## src/rtl/core/irpd_pkg.sv

```systemverilog
// ----------------------------------------------------------------------------
// irpd_pkg
// Shared types, constants and the state transition table of the pulse decoder.
// ----------------------------------------------------------------------------
package irpd_pkg;

    localparam int CODE_BITS_DEF = 32;
    localparam int BIT_COUNT_W   = 6;
    localparam int CODE_W        = 32;
    localparam int COUNT_W       = 8;
    localparam int DELAY_W       = 8;
    localparam int QUEUE_DEPTH   = 2;

    localparam logic [COUNT_W-1:0] COUNT_MAX = 8'd255;

    typedef enum logic [3:0] {
        ST_INIT   = 4'd0,
        ST_FLOW   = 4'd1,
        ST_FHIGH  = 4'd2,
        ST_REPEAT = 4'd3,
        ST_PRESS  = 4'd4,
        ST_PREBIT = 4'd5,
        ST_BIT0   = 4'd6,
        ST_BIT1   = 4'd7,
        ST_IDLE0  = 4'd8,
        ST_IDLE1  = 4'd9,
        ST_IDLE2  = 4'd10,
        ST_ERROR  = 4'd11
    } state_t;

    typedef enum logic [1:0] {
        EV_PRESSED  = 2'd0,
        EV_REPEAT   = 2'd1,
        EV_RELEASED = 2'd2,
        EV_PROGRESS = 2'd3
    } event_kind_t;

    typedef enum logic {
        CMD_EDGE     = 1'b0,
        CMD_OVERFLOW = 1'b1
    } command_t;

    typedef struct packed {
        logic               level;
        logic [DELAY_W-1:0] t_early;
        state_t             n_early;
        logic [DELAY_W-1:0] t_short;
        state_t             n_short;
        logic [DELAY_W-1:0] t_long;
        state_t             n_long;
        state_t             n_late;
        state_t             n_ovf;
    } row_t;

    // one decoded item: a first result and an optional progress result
    typedef struct packed {
        logic               two;
        event_kind_t        kind0;
        logic [CODE_W-1:0]  code0;
        logic [COUNT_W-1:0] count0;
        logic [COUNT_W-1:0] count1;
    } job_t;

    function automatic row_t get_row(state_t s);
        row_t r;
        unique case (s)
            ST_INIT:   r = '{1'b0, 8'd255, ST_FLOW,  8'd0,   ST_ERROR,  8'd0,   ST_ERROR,
                             ST_ERROR, ST_INIT};
            ST_FLOW:   r = '{1'b1, 8'd18,  ST_ERROR, 8'd72,  ST_FHIGH,  8'd255, ST_ERROR,
                             ST_ERROR, ST_ERROR};
            ST_FHIGH:  r = '{1'b0, 8'd6,   ST_ERROR, 8'd13,  ST_REPEAT, 8'd26,  ST_PRESS,
                             ST_ERROR, ST_ERROR};
            ST_REPEAT: r = '{1'b1, 8'd0,   ST_ERROR, 8'd4,   ST_IDLE0,  8'd255, ST_ERROR,
                             ST_ERROR, ST_ERROR};
            ST_PRESS:  r = '{1'b1, 8'd0,   ST_ERROR, 8'd4,   ST_PREBIT, 8'd255, ST_ERROR,
                             ST_ERROR, ST_ERROR};
            ST_PREBIT: r = '{1'b0, 8'd0,   ST_ERROR, 8'd4,   ST_BIT0,   8'd12,  ST_BIT1,
                             ST_ERROR, ST_ERROR};
            ST_BIT0:   r = '{1'b1, 8'd0,   ST_ERROR, 8'd4,   ST_PREBIT, 8'd255, ST_ERROR,
                             ST_ERROR, ST_ERROR};
            ST_BIT1:   r = '{1'b1, 8'd0,   ST_ERROR, 8'd4,   ST_PREBIT, 8'd255, ST_ERROR,
                             ST_ERROR, ST_ERROR};
            ST_IDLE0:  r = '{1'b0, 8'd80,  ST_ERROR, 8'd240, ST_FLOW,   8'd255, ST_ERROR,
                             ST_ERROR, ST_IDLE1};
            ST_IDLE1:  r = '{1'b0, 8'd70,  ST_ERROR, 8'd210, ST_FLOW,   8'd255, ST_IDLE2,
                             ST_ERROR, ST_IDLE2};
            ST_IDLE2:  r = '{1'b0, 8'd255, ST_FLOW,  8'd0,   ST_ERROR,  8'd0,   ST_ERROR,
                             ST_ERROR, ST_IDLE2};
            default:   r = '{1'b0, 8'd255, ST_FLOW,  8'd0,   ST_ERROR,  8'd0,   ST_ERROR,
                             ST_ERROR, ST_INIT};
        endcase
        return r;
    endfunction

    function automatic logic [COUNT_W-1:0] sat_inc(logic [COUNT_W-1:0] v);
        return (v == COUNT_MAX) ? v : v + 8'd1;
    endfunction

endpackage

```

## src/rtl/core/ir_remote_pulse_decoder_top.sv

```systemverilog
// path: a result is registered in the job queue and then in the output register before it is on
// m_tvalid; the second result of a repeat or release-plus-tick pair is loaded when the first is taken
// throughput: one input transaction per cycle while the two-entry job queue has room;
// the output register sends one result per cycle while m_tready is high, so a two-result item goes out in turn
// reset: rst_n low clears the decoder to the init state with all counts and codes zero,
// and empties the job queue and the output register
// ----------------------------------------------------------------------------
// ir_remote_pulse_decoder_top
// Remote control pulse train decoder with a decoupled decode front and result back end.
// ----------------------------------------------------------------------------
module ir_remote_pulse_decoder_top #(
    parameter int CODE_BITS = irpd_pkg::CODE_BITS_DEF
) (
    input  logic        clk,
    input  logic        rst_n,
    input  logic        s_tvalid,
    output logic        s_tready,
    input  logic [15:0] s_tdata,  // delay[7:0], pin_level[8], zero[15:9]
    input  logic        s_tuser,  // command
    output logic        m_tvalid,
    input  logic        m_tready,
    output logic [39:0] m_tdata,  // code[31:0], count[39:32]
    output logic [1:0]  m_tuser,  // event_kind
    output logic        m_tlast
);

    irpd_pkg::job_t        push_job;
    irpd_pkg::job_t        pop_job;
    logic                  q_push;
    logic                  q_pop;
    logic                  q_full;
    logic                  q_empty;
    irpd_pkg::event_kind_t out_kind;

    irpd_front #(
        .CODE_BITS (CODE_BITS)
    ) u_front (
        .clk       (clk),
        .rst_n     (rst_n),
        .in_valid  (s_tvalid),
        .in_ready  (s_tready),
        .command   (s_tuser),
        .delay     (s_tdata[7:0]),
        .pin_level (s_tdata[8]),
        .q_full    (q_full),
        .q_push    (q_push),
        .q_job     (push_job)
    );

    irpd_queue #(
        .WIDTH ($bits(irpd_pkg::job_t)),
        .DEPTH (irpd_pkg::QUEUE_DEPTH)
    ) u_queue (
        .clk       (clk),
        .rst_n     (rst_n),
        .push      (q_push),
        .push_data (push_job),
        .pop       (q_pop),
        .pop_data  (pop_job),
        .full      (q_full),
        .empty     (q_empty)
    );

    irpd_back u_back (
        .clk       (clk),
        .rst_n     (rst_n),
        .q_empty   (q_empty),
        .q_job     (pop_job),
        .q_pop     (q_pop),
        .out_valid (m_tvalid),
        .out_ready (m_tready),
        .out_kind  (out_kind),
        .out_code  (m_tdata[31:0]),
        .out_count (m_tdata[39:32]),
        .out_last  (m_tlast)
    );

    assign m_tuser = out_kind;

endmodule

```

## src/rtl/core/irpd_queue.sv

```systemverilog
// ----------------------------------------------------------------------------
// irpd_queue
// Small register queue between the decode front and the result back end.
// ----------------------------------------------------------------------------
module irpd_queue #(
    parameter int WIDTH = 8,
    parameter int DEPTH = 2
) (
    input  logic             clk,
    input  logic             rst_n,
    input  logic             push,
    input  logic [WIDTH-1:0] push_data,
    input  logic             pop,
    output logic [WIDTH-1:0] pop_data,
    output logic             full,
    output logic             empty
);

    localparam int PtrW = (DEPTH > 1) ? $clog2(DEPTH) : 1;
    localparam int CntW = $clog2(DEPTH + 1);
    localparam logic [CntW-1:0] DepthCnt = CntW'(DEPTH);
    localparam logic [PtrW-1:0] LastPtr  = PtrW'(DEPTH - 1);

    logic [WIDTH-1:0] entry_reg [DEPTH];
    logic [PtrW-1:0]  wr_ptr_reg, wr_ptr_next;
    logic [PtrW-1:0]  rd_ptr_reg, rd_ptr_next;
    logic [CntW-1:0]  fill_reg, fill_next;

    assign full     = (fill_reg == DepthCnt);
    assign empty    = (fill_reg == '0);
    assign pop_data = entry_reg[rd_ptr_reg];

    always_comb
    begin
        wr_ptr_next = wr_ptr_reg;
        rd_ptr_next = rd_ptr_reg;
        fill_next   = fill_reg;
        if (push)
        begin
            wr_ptr_next = (wr_ptr_reg == LastPtr) ? '0 : wr_ptr_reg + 1'b1;
        end
        if (pop)
        begin
            rd_ptr_next = (rd_ptr_reg == LastPtr) ? '0 : rd_ptr_reg + 1'b1;
        end
        if (push && !pop)
        begin
            fill_next = fill_reg + 1'b1;
        end
        else if (pop && !push)
        begin
            fill_next = fill_reg - 1'b1;
        end
    end

    always_ff @(posedge clk or negedge rst_n)
    begin
        if (!rst_n)
        begin
            wr_ptr_reg <= '0;
            rd_ptr_reg <= '0;
            fill_reg   <= '0;
        end
        else
        begin
            wr_ptr_reg <= wr_ptr_next;
            rd_ptr_reg <= rd_ptr_next;
            fill_reg   <= fill_next;
        end
    end

    always_ff @(posedge clk)
    begin
        if (push)
        begin
            entry_reg[wr_ptr_reg] <= push_data;
        end
    end

endmodule

```

## src/rtl/core/irpd_front.sv

```systemverilog
// ----------------------------------------------------------------------------
// irpd_front
// Takes edge and overflow transactions, walks the state table, runs the entry
// actions and queues the results each item produces.
// ----------------------------------------------------------------------------
module irpd_front #(
    parameter int CODE_BITS = irpd_pkg::CODE_BITS_DEF
) (
    input  logic                         clk,
    input  logic                         rst_n,
    input  logic                         in_valid,
    output logic                         in_ready,
    input  logic                         command,
    input  logic [irpd_pkg::DELAY_W-1:0] delay,
    input  logic                         pin_level,
    input  logic                         q_full,
    output logic                         q_push,
    output irpd_pkg::job_t               q_job
);

    localparam int BcW = irpd_pkg::BIT_COUNT_W;
    localparam int CW  = irpd_pkg::CODE_W;
    localparam logic [BcW-1:0] CodeBitsCnt = BcW'(CODE_BITS);

    irpd_pkg::state_t                 state_reg, state_next;
    logic [CODE_BITS-1:0]             shift_reg, shift_next;
    logic [BcW-1:0]                   bit_count_reg, bit_count_next;
    logic [CODE_BITS-1:0]             held_reg, held_next;
    logic [irpd_pkg::COUNT_W-1:0]     repeat_reg, repeat_next;
    logic [irpd_pkg::COUNT_W-1:0]     tick_reg, tick_next;

    irpd_pkg::row_t   row;
    irpd_pkg::state_t ns;
    logic             act;
    logic             accept;
    logic             held_any;
    logic [CODE_BITS-1:0] shifted;
    logic [BcW-1:0]   bc_inc;

    assign in_ready = !q_full;
    assign accept   = in_valid && in_ready;
    assign row      = irpd_pkg::get_row(state_reg);
    assign held_any = (held_reg != '0);
    assign shifted  = {(ns == irpd_pkg::ST_BIT1), shift_reg[CODE_BITS-1:1]};
    assign bc_inc   = bit_count_reg + 1'b1;

    // ignored edges leave everything as it is
    always_comb
    begin
        act = 1'b1;
        ns  = row.n_late;
        if (command == irpd_pkg::CMD_OVERFLOW)
        begin
            ns = row.n_ovf;
        end
        else if (pin_level != row.level)
        begin
            act = 1'b0;
        end
        else if (delay <= row.t_early)
        begin
            ns = row.n_early;
        end
        else if (delay <= row.t_short)
        begin
            ns = row.n_short;
        end
        else if (delay <= row.t_long)
        begin
            ns = row.n_long;
        end
    end

    always_comb
    begin
        state_next     = state_reg;
        shift_next     = shift_reg;
        bit_count_next = bit_count_reg;
        held_next      = held_reg;
        repeat_next    = repeat_reg;
        tick_next      = tick_reg;
        q_push         = 1'b0;
        q_job          = '0;
        if (accept && act)
        begin
            state_next = ns;
            case (ns)
                irpd_pkg::ST_INIT:
                begin
                    q_push       = 1'b1;
                    q_job.kind0  = irpd_pkg::EV_PROGRESS;
                    q_job.count0 = tick_reg;
                    tick_next    = irpd_pkg::sat_inc(tick_reg);
                end
                irpd_pkg::ST_FLOW:
                begin
                    bit_count_next = '0;
                    shift_next     = '0;
                end
                irpd_pkg::ST_REPEAT:
                begin
                    q_push       = 1'b1;
                    q_job.two    = 1'b1;
                    q_job.kind0  = irpd_pkg::EV_REPEAT;
                    q_job.code0  = CW'(held_reg);
                    q_job.count1 = repeat_reg;
                    repeat_next  = irpd_pkg::sat_inc(repeat_reg);
                end
                irpd_pkg::ST_PRESS, irpd_pkg::ST_ERROR:
                begin
                    if (held_any)
                    begin
                        q_push       = 1'b1;
                        q_job.kind0  = irpd_pkg::EV_RELEASED;
                        q_job.code0  = CW'(held_reg);
                        q_job.count0 = repeat_reg;
                        held_next    = '0;
                        repeat_next  = '0;
                        tick_next    = '0;
                    end
                end
                irpd_pkg::ST_BIT0, irpd_pkg::ST_BIT1:
                begin
                    shift_next     = shifted;
                    bit_count_next = bc_inc;
                    if (bc_inc == CodeBitsCnt)
                    begin
                        q_push      = 1'b1;
                        q_job.kind0 = irpd_pkg::EV_PRESSED;
                        q_job.code0 = CW'(shifted);
                        held_next   = shifted;
                        state_next  = irpd_pkg::ST_IDLE0;
                    end
                end
                irpd_pkg::ST_IDLE2:
                begin
                    bit_count_next = '0;
                    shift_next     = '0;
                    q_push         = 1'b1;
                    if (held_any)
                    begin
                        // release first, then a tick from the freshly cleared count
                        q_job.two    = 1'b1;
                        q_job.kind0  = irpd_pkg::EV_RELEASED;
                        q_job.code0  = CW'(held_reg);
                        q_job.count0 = repeat_reg;
                        q_job.count1 = '0;
                        held_next    = '0;
                        repeat_next  = '0;
                        tick_next    = irpd_pkg::COUNT_W'(1);
                    end
                    else
                    begin
                        q_job.kind0  = irpd_pkg::EV_PROGRESS;
                        q_job.count0 = tick_reg;
                        tick_next    = irpd_pkg::sat_inc(tick_reg);
                    end
                end
                default:
                begin
                end
            endcase
        end
    end

    always_ff @(posedge clk or negedge rst_n)
    begin
        if (!rst_n)
        begin
            state_reg     <= irpd_pkg::ST_INIT;
            shift_reg     <= '0;
            bit_count_reg <= '0;
            held_reg      <= '0;
            repeat_reg    <= '0;
            tick_reg      <= '0;
        end
        else
        begin
            state_reg     <= state_next;
            shift_reg     <= shift_next;
            bit_count_reg <= bit_count_next;
            held_reg      <= held_next;
            repeat_reg    <= repeat_next;
            tick_reg      <= tick_next;
        end
    end

endmodule

```

## src/rtl/core/irpd_back.sv

```systemverilog
// ----------------------------------------------------------------------------
// irpd_back
// Unpacks queued items into one or two results and drives the output register.
// ----------------------------------------------------------------------------
module irpd_back (
    input  logic                         clk,
    input  logic                         rst_n,
    input  logic                         q_empty,
    input  irpd_pkg::job_t               q_job,
    output logic                         q_pop,
    output logic                         out_valid,
    input  logic                         out_ready,
    output irpd_pkg::event_kind_t        out_kind,
    output logic [irpd_pkg::CODE_W-1:0]  out_code,
    output logic [irpd_pkg::COUNT_W-1:0] out_count,
    output logic                         out_last
);

    logic                         valid_reg, valid_next;
    logic                         second_reg, second_next;
    logic [irpd_pkg::COUNT_W-1:0] second_count_reg, second_count_next;
    irpd_pkg::event_kind_t        kind_reg, kind_next;
    logic [irpd_pkg::CODE_W-1:0]  code_reg, code_next;
    logic [irpd_pkg::COUNT_W-1:0] count_reg, count_next;
    logic                         last_reg, last_next;
    logic                         load;

    assign load      = !valid_reg || out_ready;
    assign out_valid = valid_reg;
    assign out_kind  = kind_reg;
    assign out_code  = code_reg;
    assign out_count = count_reg;
    assign out_last  = last_reg;

    always_comb
    begin
        valid_next        = valid_reg;
        second_next       = second_reg;
        second_count_next = second_count_reg;
        kind_next         = kind_reg;
        code_next         = code_reg;
        count_next        = count_reg;
        last_next         = last_reg;
        q_pop             = 1'b0;
        if (load)
        begin
            priority if (second_reg)
            begin
                valid_next  = 1'b1;
                kind_next   = irpd_pkg::EV_PROGRESS;
                code_next   = '0;
                count_next  = second_count_reg;
                last_next   = 1'b1;
                second_next = 1'b0;
            end
            else if (!q_empty)
            begin
                q_pop             = 1'b1;
                valid_next        = 1'b1;
                kind_next         = q_job.kind0;
                code_next         = q_job.code0;
                count_next        = q_job.count0;
                last_next         = !q_job.two;
                second_next       = q_job.two;
                second_count_next = q_job.count1;
            end
            else
            begin
                valid_next = 1'b0;
            end
        end
    end

    always_ff @(posedge clk or negedge rst_n)
    begin
        if (!rst_n)
        begin
            valid_reg  <= 1'b0;
            second_reg <= 1'b0;
        end
        else
        begin
            valid_reg  <= valid_next;
            second_reg <= second_next;
        end
    end

    always_ff @(posedge clk)
    begin
        second_count_reg <= second_count_next;
        kind_reg         <= kind_next;
        code_reg         <= code_next;
        count_reg        <= count_next;
        last_reg         <= last_next;
    end

endmodule

```

## config.mk

```make
export PLATFORM = sky130hd
export DESIGN_NAME = ir_remote_pulse_decoder_top
export DESIGN_NICKNAME = d
export VERILOG_FILES = /design/src/rtl/core/irpd_pkg.sv /design/src/rtl/core/ir_remote_pulse_decoder_top.sv /design/src/rtl/core/irpd_queue.sv /design/src/rtl/core/irpd_front.sv /design/src/rtl/core/irpd_back.sv
export SDC_FILE = /design/constraint.sdc
export NUM_CORES = 1
export LEC_CHECK = 0
export ABC_AREA = 1
export BUFFER_PORTS_ARGS = -buffer_cell sky130_fd_sc_hd__buf_2
export CAP_MARGIN = 0
export CORE_UTILIZATION = 60
export CTS_CLUSTER_SIZE = 28
export DETAILED_ROUTE_END_ITERATION = 10
export PLACE_DENSITY = 0.9
export SKIP_LAST_GASP = 1
export SYNTH_ARGS = -nofsm -noshare
export SYNTH_HDL_FRONTEND = slang
export SYNTH_HIERARCHICAL = 1
export SYNTH_SLANG_ARGS = --single-unit
```

## constraint.sdc

```tcl
create_clock -name clk -period 9 [get_ports clk]
set_input_delay 0.9 -clock clk [delete_from_list [all_inputs] [get_ports clk]]
set_output_delay 0.9 -clock clk [all_outputs]
set_load 0.02 [all_outputs]
```

Word level (Yosys, flattened, before mapping) --
Memory sizes are Yosys's and may differ from the RTL's. Index checks and enable logic that the tools add are counted.
Storage, ports and cells: flip-flop bits (word level) 147, latch bits 0, RAM bits 102, ROM bits 608, memories kept 2
Operators by class: add/subtract/negate cells 7, multipliers 0, div/mod/pow operators 0, magnitude comparators 3, equality and inequality tests 17, shifts and indexed selects 0, multiplexer cells 52, bitwise gates (word level) 2, reduce and logical (&&, ||, !) cells 29
Memories:
- (name not given) | depth 16, bits a word 38, rd ports 1, clocked after Yosys merged registers in 0, write ports 0, RTL line irpd_pkg.sv:66 | unique case (s)
- u_queue.entry_reg | depth 2, bits a word 51, rd ports 1, clocked after Yosys merged registers in 0, write ports 1, RTL line irpd_queue.sv:24 | logic [WIDTH-1:0] entry_reg [DEPTH];
Operators with widths (count):
- 32-bit two-way mux | 5
- 32-bit one-hot mux with 2 select lines | 2
- 32-bit one-hot mux with 4 select lines | 1
- 8-bit two-way mux | 8
- 51-bit two-way mux | 1
- 8-bit one-hot mux with 3 select lines | 2
- 42-bit two-way mux | 1
- 32-bit nonzero test | 1
- 4-bit two-way mux | 7
- 8-bit <= comparator | 3
- 1-bit two-way mux | 17
- 8-bit by 1-bit adder with 8-bit output, second input constant | 2
- 8-bit == test, second input constant | 2
- 8-bit one-hot mux with 2 select lines | 1
- 4-bit by 3-bit == test with 1-bit output, second input constant | 3
- 6-bit one-hot mux with 2 select lines | 1
- 2-bit one-hot mux with 5 select lines | 1
- 4-bit == test, second input constant | 2
- 4-bit AND reduction | 2
- 2-bit nonzero test | 4
- 6-bit by 1-bit adder with 6-bit output, second input constant | 1
- 6-bit == test, second input constant | 1
- 2-bit two-way mux | 3
- 2-bit by 1-bit != test with 1-bit output, second input constant | 3
- other kinds (21) | 36

Longest topological paths before layout --
Gate-level depths: netlist (run 1). An unclocked memory read counts as a cell.
depth after elaboration 15, depth in mapped cells 31, mapped depth without buffers 31

Cells and area by module --
Netlist (run 1), hierarchy kept.
By module, submodules not included:
- irpd_front | instances 1, cells an instance 1130, area each 7288.2 sq um, sequential area each 2227.1 sq um
- irpd_queue | instances 1, cells an instance 184, area each 4139.0 sq um, sequential area each 3163.0 sq um
- irpd_back | instances 1, cells an instance 163, area each 2042.0 sq um, sequential area each 1581.5 sq um

Worst setup path after synthesis (run 1) --
OpenSTA, ideal clock, no wires.
kind register to register, start point register u_front.state_reg[1], end point memory u_queue/entry_reg[0][0] (netlist bit) (enable), library setup time 460 ps, arrival 5120 ps, path slack 3420 ps, cell stages (with the launch flop) 23, path buffers 1, period minus slack after synthesis 5580 ps, cells stage by stage dfrtp_1 > inv_1 > ha_1 > nand2_2 > nor2_1 > inv_1 > o21ai_0 > ha_1 > nand2_1 > o21ai_0 > nand2_1 > o211ai_1 > nand2_1 > a21oi_1 > nand2_2 > nand2_4 > nand3_2 > buf_4 > a21oi_1 > nor2_1 > nor2_1 > inv_1 > nor2_1
On the way: cells in the longest elaborated chain, start to end 13, elaborated cells on any way between the ends 27
Ends and longest elaborated chain:
- start, declared | RTL line irpd_front.sv:25 | irpd_pkg::state_t state_reg, state_next;
- start signal, assigned | RTL line irpd_front.sv:170 | state_reg <= irpd_pkg::ST_INIT;
- start signal, assigned | RTL line irpd_front.sv:179 | state_reg <= state_next;
- memory read 16 x 38 bit *
- 8-bit <= comparator | RTL line irpd_front.sv:68 | else if (delay <= row.t_long)
- 4-bit two-way mux | RTL line irpd_front.sv:68
- 4-bit two-way mux | RTL line irpd_front.sv:64 | else if (delay <= row.t_short)
- 4-bit two-way mux | RTL line irpd_front.sv:60 | else if (delay <= row.t_early)
- 4-bit two-way mux | RTL line irpd_front.sv:56 | else if (pin_level != row.level)
- 4-bit two-way mux | RTL line irpd_front.sv:52 | if (command == irpd_pkg::CMD_OVERFLOW)
- 4-bit by 2-bit == test with 1-bit output, or another cell as far along | RTL line irpd_front.sv:87 | case (ns)
- 3-bit OR reduction (no line) or 2-bit OR reduction (tied branches)
- 1-bit one-hot mux with 3 select lines | RTL line irpd_front.sv:87
- 1-bit two-way mux * | RTL line irpd_front.sv:84 | if (accept && act)
- via q_push | RTL line ir_remote_pulse_decoder_top.sv:29 | logic q_push;
- 1-bit two-way mux * | RTL line irpd_queue.sv:74 | if (push)
- 1-bit two-way mux (not written as such) * | RTL line irpd_queue.sv:76 | entry_reg[wr_ptr_reg] <= push_data;
- end, declared | RTL line irpd_queue.sv:24
The timed path passes the listed nets; every way through them passes the cells marked *.

Worst setup path in the final report (run 1) --
start point register u_front.state_reg[1], end point memory u_queue/entry_reg[0][26] (netlist bit) (enable)
The elaborated chain is that of the path after synthesis.

==> results.md, run 1 <==
* Setup TNS Final at 0 ps
* Max_slew headroom at 23.71%
* Drt first pass iters at 8
* Initial antenna violation count at 0
* Root buf cell: clkbuf_16
* Layout cells sized above 1 at 14.13%
* Post-detail-place hpwl at 18.60 mm
* Fin cells at 1802
* Yosys cell types at 50
* Yosys top cell area share at 34.11%
* Metal3 WL at 2.934 mm
* Fillers at 1491
* PortBufs at 58
* Skew final at 8.201 ps
* Total congestion overflow at 0
* Critical R2R Launch: u_front/state_reg[1]
* Post_cts resized at 0
* Worst slew pin tran at 1144 ps
* Final Hold Fails at 0
* Synthesized instance count at 1477
* Syn Std Cell Area at 13470 sq um
* Worst Path Buf+Inv at 5
* HP Class: in2async
* Final nets at 1558
* Tcrit/Tclk final at 65.92%
* CTS tree: done
* Reg clk slew, reported paths at 60 ps
* Vias per cell at 5.950
* Endpoints failing setup at 0
* CP dominant cell by count: nand2_1
* Post-layout power at 0.005319 W
* CP Data Required Time at 9190 ps
* Width of the die at 151.8 um
* Vias in the first global route at 10340
* Vias at 10720
* Largest register FFs at 102
* Largest net degree at the start of global routing at 88
* Worst endpoint data arrival time at 6120 ps
* Async SR Flop Fraction at 38.31%
* Die Ht at 151.8 um
* Post-synth top cells: nand2_1, nor2_1, edfxtp_1
* Routed wl met2 at 15.32 mm
* Syn Area/Cell at 9.119 sq um
* Drt drc at 0
* Starting DRT DRC Count at 1315
* First-pass GRT wire length at 51.31 mm
* Post-synth EDFFs at 153
* Setup crit end kind: register
* Flop2flop setup slack at 3070 ps
* Worst R2R Path Depth at 27
* Highest Clock Rate at 168.6 MHz
* Global Route Usage Sum at 26.95%
* Post-DP Area at 13690 sq um
* Area added between synthesis and finish at 8.110%
* Total number of H-tree levels at 1
* Die footprint at 23050 sq um
* Starting Density at 61.53%
* Pwr dens at 365.3 nW/um^2
* Sequential-to-total area share from yosys stat at 51.76%
* Fin crit period at 5933 ps
* Count leader, synth: nand2_1
* Post-synthesis register bit count at 248
* Family with the most delay on the worst path: simple AND/OR/NAND/NOR gates
* Status: complete, no violations
* Core box area at 21890 sq um
* ANT cells at 0
* Final Max Slew Viols at 0
* Syn Nets at 1531
* R2R Path End: u_queue/entry_reg[0][26]
* RePlAce Congestion at 0.9317
* Post CTS Setup Buffer Count at 0
* IO Count at 66
* Worst-skew pair later-pin latency at 510 ps
* Final instance area at 14560 sq um
* DRT antenna net count at 0
* Synth top area cells: edfxtp_1, dfrtp_1, nand2_1
* Inst Count DP at 1758
* Slowest-stage cell, CP: nor2_4
* Avg WL per Cell at 17.39 um
* Max clock buf depth at 3
* Slowest Stage Delay on Critical Path at 770 ps
* Total CTS buffers at 24
* Min Hold Slack at 199.9 ps
* WS Path Type: reg2reg
* Met1 wire length at 12.20 mm
* RSZ-0062 raised after global routing: no
* Hold buffers post-CTS at 0
* TritonCTS Sinks at 248
* Detailed Route WL at 31.33 mm
* Synth area leader: edfxtp_1
* Leak at 6.759 nW
* CP startpoint kind: register
* Uppermost layer routed: met4
* Ys flop type: edfxtp_1
* Largest fanout on the critical path at 34
* Synth Warn # at 6
* VDD IR max at 0.2612 mV
* MaxCap Viol Count at 0
* Std cell rows at 54
==> metal layers <==
layer | up-vias | global-route usage, %
met3 | 111 | 3.622
met5 | - | 0
met4 | 0 | 9.333
li1 | 4892 | -
met1 | 5011 | 35.54
met2 | 707 | 45.84
==> through the flow <==
step,util (%),setup WS (ps)
floorplan,-,3420
finish,66.52,3067
global route,66.52,2679
CTS,66.52,3229
global placement,62.54,3425
detailed placement,62.54,3272
==> worst register-to-register path: stages (launching register included) <==
cell and delay, ps:
dfrtp_1 450, inv_1 180, ha_1 210, nand2_1 110
nand2_1 110, nand2_1 100, inv_1 90, ha_1 300
nand2_1 50, inv_1 70, nand2_1 50, o21bai_1 140
a21oi_1 160, nand2_1 80, nand2_1 70, nand2_1 100
nand2_1 80, nand2_1 70, nand2_2 80, nand2_4 100
nor2_4 750, nand3_2 330, nand4_1 190, nor2_1 50
nor2_1 340, inv_1 140, nor2_4 770, buf_4 450
==> report_power, final <==
part	switching [W]	internal [W]
registers	0.000167	0.00163
logic	0.00171	0.000718
clock network	0.000427	0.000674
==> worst max path at each step <==
| stage | start | to | slack, ps | depth (start not counted) |
|---|---|---|---|---|
| 5_1_grt | u_front/state_reg[2] | u_queue/entry_reg[0][27] | 2680 | 26 |
| 4_1_cts | u_front/state_reg[0] | u_queue/entry_reg[0][27] | 3230 | 24 |
| 3_3_place_gp | u_front/state_reg[1] | u_queue/entry_reg[0][26] | 3420 | 27 |
| 2_1_floorplan | u_front/state_reg[1] | u_queue/entry_reg[0][0] | 3420 | 22 |
| 6_report | u_front/state_reg[1] | u_queue/entry_reg[0][26] | 3070 | 27 |
| 3_5_place_dp | u_front/state_reg[1] | u_queue/entry_reg[0][45] | 3270 | 24 |
==> layout by cell type (no fill, tap or decap), drive strengths merged <==
master	netlist	routed
nor3b	3	3
inv	137	136
o21ai	50	50
buf	42	70
nor3	12	12
clkbuf	27	30
nand2	467	467
o211ai	2	2
or2	3	3
a21oi	31	31
nand4	47	47
nand3	92	92
mux2i	1	1
a31oi	3	3
xnor2	4	4
dfrtp	95	95
clkinv	1	10
and3	1	1
ha	33	33
o311ai	1	1
xor2	14	14
mux2	51	51
bufinv	0	5
o22ai	1	1
edfxtp	153	153
nor4	9	9
nand3b	8	8
clkinvlp	0	1
nor2	185	185
a31o	1	1
o21bai	1	1
a21boi	2	2
==> cells by family (layout without fill, tap and decap cells) <==
family,after synthesis,count (layout),synth area share (%)
flops,248,248,51.76
compound gates,92,92,3.772
mux,52,52,5.704
fa+ha+maj,33,33,3.066
xor+xnor,18,18,1.170
buf+inv,207,252,7.785
simple gates,827,827,26.74
==> final cells by class <==
cell class	count	area (sq um)	area share (%)
clock buffer	30	674.4	4.631
sequential	248	6973	47.89
timing repair buffer	70	382.9	2.629
multi-input combinational	1022	5461	37.51
inverter	138	523.0	3.592
tap	280	350.3	2.406
clock inverter	14	196.4	1.349
No activity file was read; power rests on OpenSTA's default activity.
==> run 2, diff against run 1 <==
==> constraint.sdc (replaced) <==
create_clock -name clk -period 6 [get_ports clk]
set_input_delay 0.6 -clock clk [delete_from_list [all_inputs] [get_ports clk]]
set_output_delay 0.6 -clock clk [all_outputs]
set_load 0.02 [all_outputs]
==> results.md, run 2 (same netlist as run 1, synthesis figures left out) <==
* Std cell rows at 54 (unchanged)
* Multi-input gate area at 5461 sq um (unchanged)
* ANT cells at 0 (unchanged)
* Drt first pass iters at 6 (-2)
* Starting Density at 61.53% (unchanged)
* Die footprint at 23050 sq um (unchanged)
* Setup TNS Final at 0 ps (unchanged)
* RSZ-0062 raised after global routing: no
* Drt drc at 0 (unchanged)
* Slowest Stage Delay on Critical Path at 590 ps (-180 ps)
* Post-layout power at 0.007912 W (+49%)
* Highest Clock Rate at 194.7 MHz (+16%)
* Vias at 10320 (-3.7%)
* Initial antenna violation count at 0 (unchanged)
* Post-detail-place hpwl at 18.12 mm (-2.6%)
* Worst slew pin tran at 1112 ps (-32.29 ps)
* DRT antenna net count at 0 (unchanged)
* Worst R2R Path Depth at 22 (-19%)
* HP Class: in2reg
* Total number of H-tree levels at 1 (unchanged)
* Hold buffers post-CTS at 1 (+1)
* Critical R2R Launch: u_front/state_reg[1]
* Flop2flop setup slack at 860 ps (-2200 ps)
* Largest net degree at the start of global routing at 86 (-2.3%)
* Pwr dens at 542.7 nW/um^2 (+49%)
* PortBufs at 58 (unchanged)
* Post CTS Setup Buffer Count at 0 (unchanged)
* Post_cts resized at 0 (unchanged)
* Leak at 6.767 nW (+0.13%)
* VDD IR max at 0.4060 mV (+55%)
* Fin crit period at 5135 ps (-797.7 ps)
* Vias per cell at 5.723 (-3.8%)
* Root buf cell: clkbuf_16
* Fin cells at 1804 (+0.11%)
* Tcrit/Tclk final at 85.59% (+20 points)
* Total CTS buffers at 25 (+4.2%)
* Largest register FFs at 102 (unchanged)
* Area added between synthesis and finish at 8.249%
* Crit-path cells: inv_1, ha_1, inv_1, o21ai_0, inv_1, ha_1, nand2_1, nor2_1, nand4_1, nand2_1, inv_1, a21oi_1, nor2_1, nand2_1, buf_4, inv_1, nand3_2, nand2_4, a21oi_2, nand2_2, nand2_1, nand2_1
* HP Start: m_tready
* RePlAce Congestion at 0.9150 (-1.8%)
* Inst Count DP at 1760 (+0.11%)
* Final nets at 1562 (+0.26%)
* Core box area at 21890 sq um (unchanged)
* Detailed Route WL at 28.92 mm (-7.7%)
* Most common library cell in the layout ignoring fill and taps: nand2_1
* Setup slack after layout at 864.8 ps (-2202 ps)
* MaxCap Viol Count at 0 (unchanged)
* Reg clk slew, reported paths at 60 ps (about the same)
* Status: complete, no violations
* Dpl ws at 1085 ps (-2186 ps)
* Total congestion overflow at 0 (unchanged)
* Width of the die at 151.8 um (unchanged)
* Final Max Slew Viols at 0 (unchanged)
* Setup crit end kind: register
* Reg area at 6973 sq um (unchanged)
* Max clock buf depth at 3 (unchanged)
* Starting DRT DRC Count at 1164 (-11%)
* IO Count at 66 (unchanged)
* Hold Path Stages at 4
* Worst-skew pair later-pin latency at 520 ps (about the same)
* WS Path Type: reg2reg
* Fillers at 1541 (+3.4%)
* TritonCTS Sinks at 248 (unchanged)
* Hold EP: u_back/second_reg
* Vias in the first global route at 9910 (-4.2%)
* Worst endpoint data arrival time at 5540 ps (-580 ps)
* Final Hold Fails at 0 (unchanged)
* R2R Path End: u_front/held_reg[29]
* Avg WL per Cell at 16.03 um (-7.8%)
* Largest fanout on the critical path at 41 (+21%)
* Max_slew headroom at 25.86% (+2.2 points)
* First-pass GRT wire length at 47.93 mm (-6.6%)
* CTS tree: done
* Slowest-stage cell, CP: a21oi_2
* CP Data Required Time at 6400 ps (-2790 ps)
* Global Route Usage Sum at 25.01% (-1.9 points)
* Most frequent cells in the layout: nand2_1, nor2_1, edfxtp_1
* Post-DP Area at 13720 sq um (+0.20%)
* Final instance area at 14580 sq um (+0.13%)
* Layout cells sized above 1 at 14.04% (-0.084 points)
* Die Ht at 151.8 um (unchanged)
* Skew final at 24.94 ps (+16.74 ps)
* Endpoints failing setup at 0 (unchanged)
* CP startpoint kind: register
-- run 2: cell types whose count changed in the layout (fill, tap and decap cells not counted) --
cell,before,now
buf_4,13,14
clkinvlp_4,1,0
clkinv_1,3,4
buf_12,0,1
dlygate4sd3_1,0,1
clkbuf_8,3,2
clkbuf_1,2,3
clkinv_2,7,6
-- run 2: area by class of cell --
cell class | count | area share (%)
tap | 280 | 2.403
multi-input combinational | 1022 | 37.46
timing repair buffer | 73 | 2.883
clock buffer | 30 | 4.557
sequential | 248 | 47.82
inverter | 138 | 3.587
clock inverter | 13 | 1.287
-- run 2: metrics by stage --
step,utilization (%),hold WS (ps)
2_1_floorplan,-,304.4
3_3_place_gp,62.67,446.7
3_5_place_dp,62.67,450.3
4_1_cts,66.60,393.6
5_1_grt,66.60,392.8
6_report,66.60,400.5
-- run 2: how the worst max path moves through the flow --
stage               depth (start not counted)            startpoint  slack [ps]                  endpoint
global placement                           27  u_front/state_reg[1]        1130  u_queue/entry_reg[0][25]
CTS                                        26  u_front/state_reg[1]         960      u_front/held_reg[29]
finish                                     22  u_front/state_reg[1]         860      u_front/held_reg[29]
floorplan                                  22  u_front/state_reg[1]         420   u_queue/entry_reg[0][0]
global route                               26  u_front/state_reg[1]         340      u_front/held_reg[29]
detailed placement                         27  u_front/state_reg[1]        1090  u_queue/entry_reg[0][25]
-- run 2: worst max-delay path, delay by kind of cell (launching register included) --
| kind | cells | cell delay, ps |
|---|---|---|
| AOI/OAI and AO/OA | 3 | 900 |
| buffers and inverters | 6 | 990 |
| and+or+nand+nor | 11 | 2120 |
| adders and majority gates | 2 | 520 |
| DFF | 1 | 450 |
-- run 2: layer usage --
layer  wire length, um  track usage (%)
met5                 0                0
met4               677            8.333
met3              2608            4.250
met2             14120            42.53
met1             11520            32.55
-- run 2: power breakdown --
group	internal [W]	total [W]	switching, W
clock network	0.000997	0.00162	0.000624
logic	0.00110	0.00361	0.00252
registers	0.00244	0.00268	0.000240
==> run 3, diff against run 2 <==
--- a/config.mk
+++ b/config.mk
@@ -11,7 +11,7 @@
 export CORE_UTILIZATION = 60
 export CTS_CLUSTER_SIZE = 28
 export DETAILED_ROUTE_END_ITERATION = 10
-export PLACE_DENSITY = 0.9
+export PLACE_DENSITY = 0.88
 export SKIP_LAST_GASP = 1
 export SYNTH_ARGS = -nofsm -noshare
 export SYNTH_HDL_FRONTEND = slang
==> results.md, run 3 (same netlist as run 1, synthesis figures left out) <==
* Status: complete, but fails checks
* Failing checks: DRC, hold timing
* PortBufs at 58 (unchanged)
* Detailed Route WL at 29.61 mm (+2.4%)
* Starting DRT DRC Count at 1208 (+3.8%)
* Pwr dens at 538.1 nW/um^2 (-0.85%)
* WS Path Type: reg2reg
* Min Hold Slack at -8.041 ps (-408.5 ps)
* Hold buffers post-CTS at 0 (-1)
* Worst slew pin tran at 1046 ps (-65.85 ps)
* RePlAce Congestion at 0.9117 (-0.36%)
* Root buf cell: clkbuf_16
* Vias in the first global route at 9856 (-0.54%)
* Final nets at 1560 (-0.13%)
* Total number of H-tree levels at 1 (unchanged)
* Leak at 6.725 nW (-0.62%)
* Final instance area at 14520 sq um (-0.41%)
* Largest register FFs at 102 (unchanged)
* Final Hold Fails at 9 (+9)
* Area added between synthesis and finish at 7.803%
* Layout cells sized above 1 at 13.85% (-0.20 points)
* Total congestion overflow at 0 (unchanged)
* CP startpoint kind: register
* CP Data Required Time at 6400 ps (about the same)
* HP Class: in2async
* Crit. Startpoint: u_front/state_reg[0]
* Largest net degree at the start of global routing at 72 (-16%)
* CTS tree: done
* RSZ-0062 raised after global routing: no
* Worst R2R Path Depth at 22 (unchanged)
* Flop2flop setup slack at 1140 ps (+270 ps)
* Post-DP Area at 13730 sq um (about the same)
* Starting Density at 61.53% (unchanged)
* DRT antenna net count at 0 (unchanged)
* Initial antenna violation count at 0 (unchanged)
* Post CTS Setup Buffer Count at 0 (unchanged)
* Vias at 10370 (+0.45%)
* Global Route Usage Sum at 25.37% (+0.35 points)
* Setup slack after layout at 1138 ps (+273.2 ps)
* Std cell rows at 54 (unchanged)
* MaxCap Viol Count at 0 (unchanged)
* Vias per cell at 5.748 (+0.45%)
* Fin crit period at 4862 ps (-273.2 ps)
* R2R Path End: u_front/held_reg[28]
* Drt first pass iters at 9 (+3)
* TritonCTS Sinks at 248 (unchanged)
* Worst-skew pair later-pin latency at 520 ps (about the same)
* Die Ht at 151.8 um (unchanged)
* Tcrit/Tclk final at 81.03% (-4.6 points)
* Core box area at 21890 sq um (unchanged)
* Post-detail-place hpwl at 18.42 mm (+1.6%)
* Setup TNS Final at 0 ps (unchanged)
* Total CTS buffers at 24 (-4.0%)
* Worst endpoint data arrival time at 5260 ps (-280 ps)
* Most frequent cells in the layout: nand2_1, nor2_1, edfxtp_1
* Die footprint at 23050 sq um (unchanged)
* Width of the die at 151.8 um (unchanged)
* ANT cells at 0 (unchanged)
* VDD IR max at 0.2891 mV (-29%)
* Final Max Slew Viols at 0 (unchanged)
* Skew final at 19.95 ps (-4.985 ps)
* IO Count at 66 (unchanged)
* Most common library cell in the layout ignoring fill and taps: nand2_1
* Critical R2R Launch: u_front/state_reg[0]
* Highest Clock Rate at 205.7 MHz (+5.6%)
* Drt drc at 1 (+1)
* Endpoints failing setup at 0 (unchanged)
* Max_slew headroom at 30.09% (+4.2 points)
* Max clock buf depth at 3 (unchanged)
* Fillers at 1539 (-0.13%)
* Post_cts resized at 0 (unchanged)
* Setup crit end kind: register
* Dpl ws at 1292 ps (+207.2 ps)
* First-pass GRT wire length at 48.49 mm (+1.2%)
* Reg clk slew, reported paths at 70 ps (about the same)
* Largest fanout on the critical path at 41 (unchanged)
* Fin util at 66.33% (-0.27 points)
* Avg WL per Cell at 16.42 um (+2.4%)
run 3: changes by cell type in the layout (fill, tap and decap cells not counted), sizes merged:
cell,before,now
clkbuf,30,32
dlygate4sd3,1,0
bufinv,5,2
clkinvlp,0,2
run 3: worst max path at each step:
stage | to | slack, ps | cells past startpoint
after floorplan | u_queue/entry_reg[0][0] | 420 | 22
after global placement | u_queue/entry_reg[0][24] | 1330 | 27
after detailed placement | u_queue/entry_reg[0][26] | 1290 | 27
after CTS | u_front/held_reg[28] | 1220 | 22
after global routing | u_front/held_reg[28] | 720 | 25
final | u_front/held_reg[28] | 1140 | 22
run 3: through the flow:
stage	total power, W	std cells
6_report	0.007813	1804
5_1_grt	0.008250	1804
4_1_cts	0.007774	1804
3_5_place_dp	0.006228	1760
3_3_place_gp	0.006076	1760
2_1_floorplan	0.005566	1477
run 3: critical path, cell delays in order, from the launching register on:
cell and delay (ps):
dfrtp_1 490, inv_1 160, ha_1 230, nand2_2 80
nor2_1 60, inv_1 110, o21ai_0 100, ha_1 300
nand2_1 50, o21ai_0 150, nand2_1 70, o211ai_1 80
nand2_1 150, a21oi_1 380, nand2_2 120, nand2_4 140
inv_2 80, nand3_4 180, nand2_4 300, a21oi_2 600
nand2_2 560, nand2_1 230, nand2_1 100
run 3: routing by layer:
metal	wire [um]	vias to the layer above	GRT usage [%]	share of wire, %
li1	-	4908	-	-
met1	12110	4808	33.68	41
met2	14390	580	42.94	49
met3	2471	74	3.736	8.3
met4	637	0	8.190	2.2
met5	0	-	0	0
run 3: layout make-up:
cell class / instances / area, sq um / area share [%]
Timing Repair Buffer: 72 / 422.9 / 2.913
Tap cell: 280 / 350.3 / 2.413
Clock buffer: 32 / 681.9 / 4.696
Clock inverter: 12 / 107.6 / 0.7411
Multi-Input combinational cell: 1022 / 5461 / 37.61
Sequential cell: 248 / 6973 / 48.02
Inverter: 138 / 523.0 / 3.602
run 3: power breakdown:
group | leakage, nW | total [W] | internal (W) | switching (W)
clock network | 0.383 | 0.00151 | 0.000881 | 0.000624
registers | 2.75 | 0.00268 | 0.00244 | 0.000242
logic | 3.59 | 0.00363 | 0.00111 | 0.00252
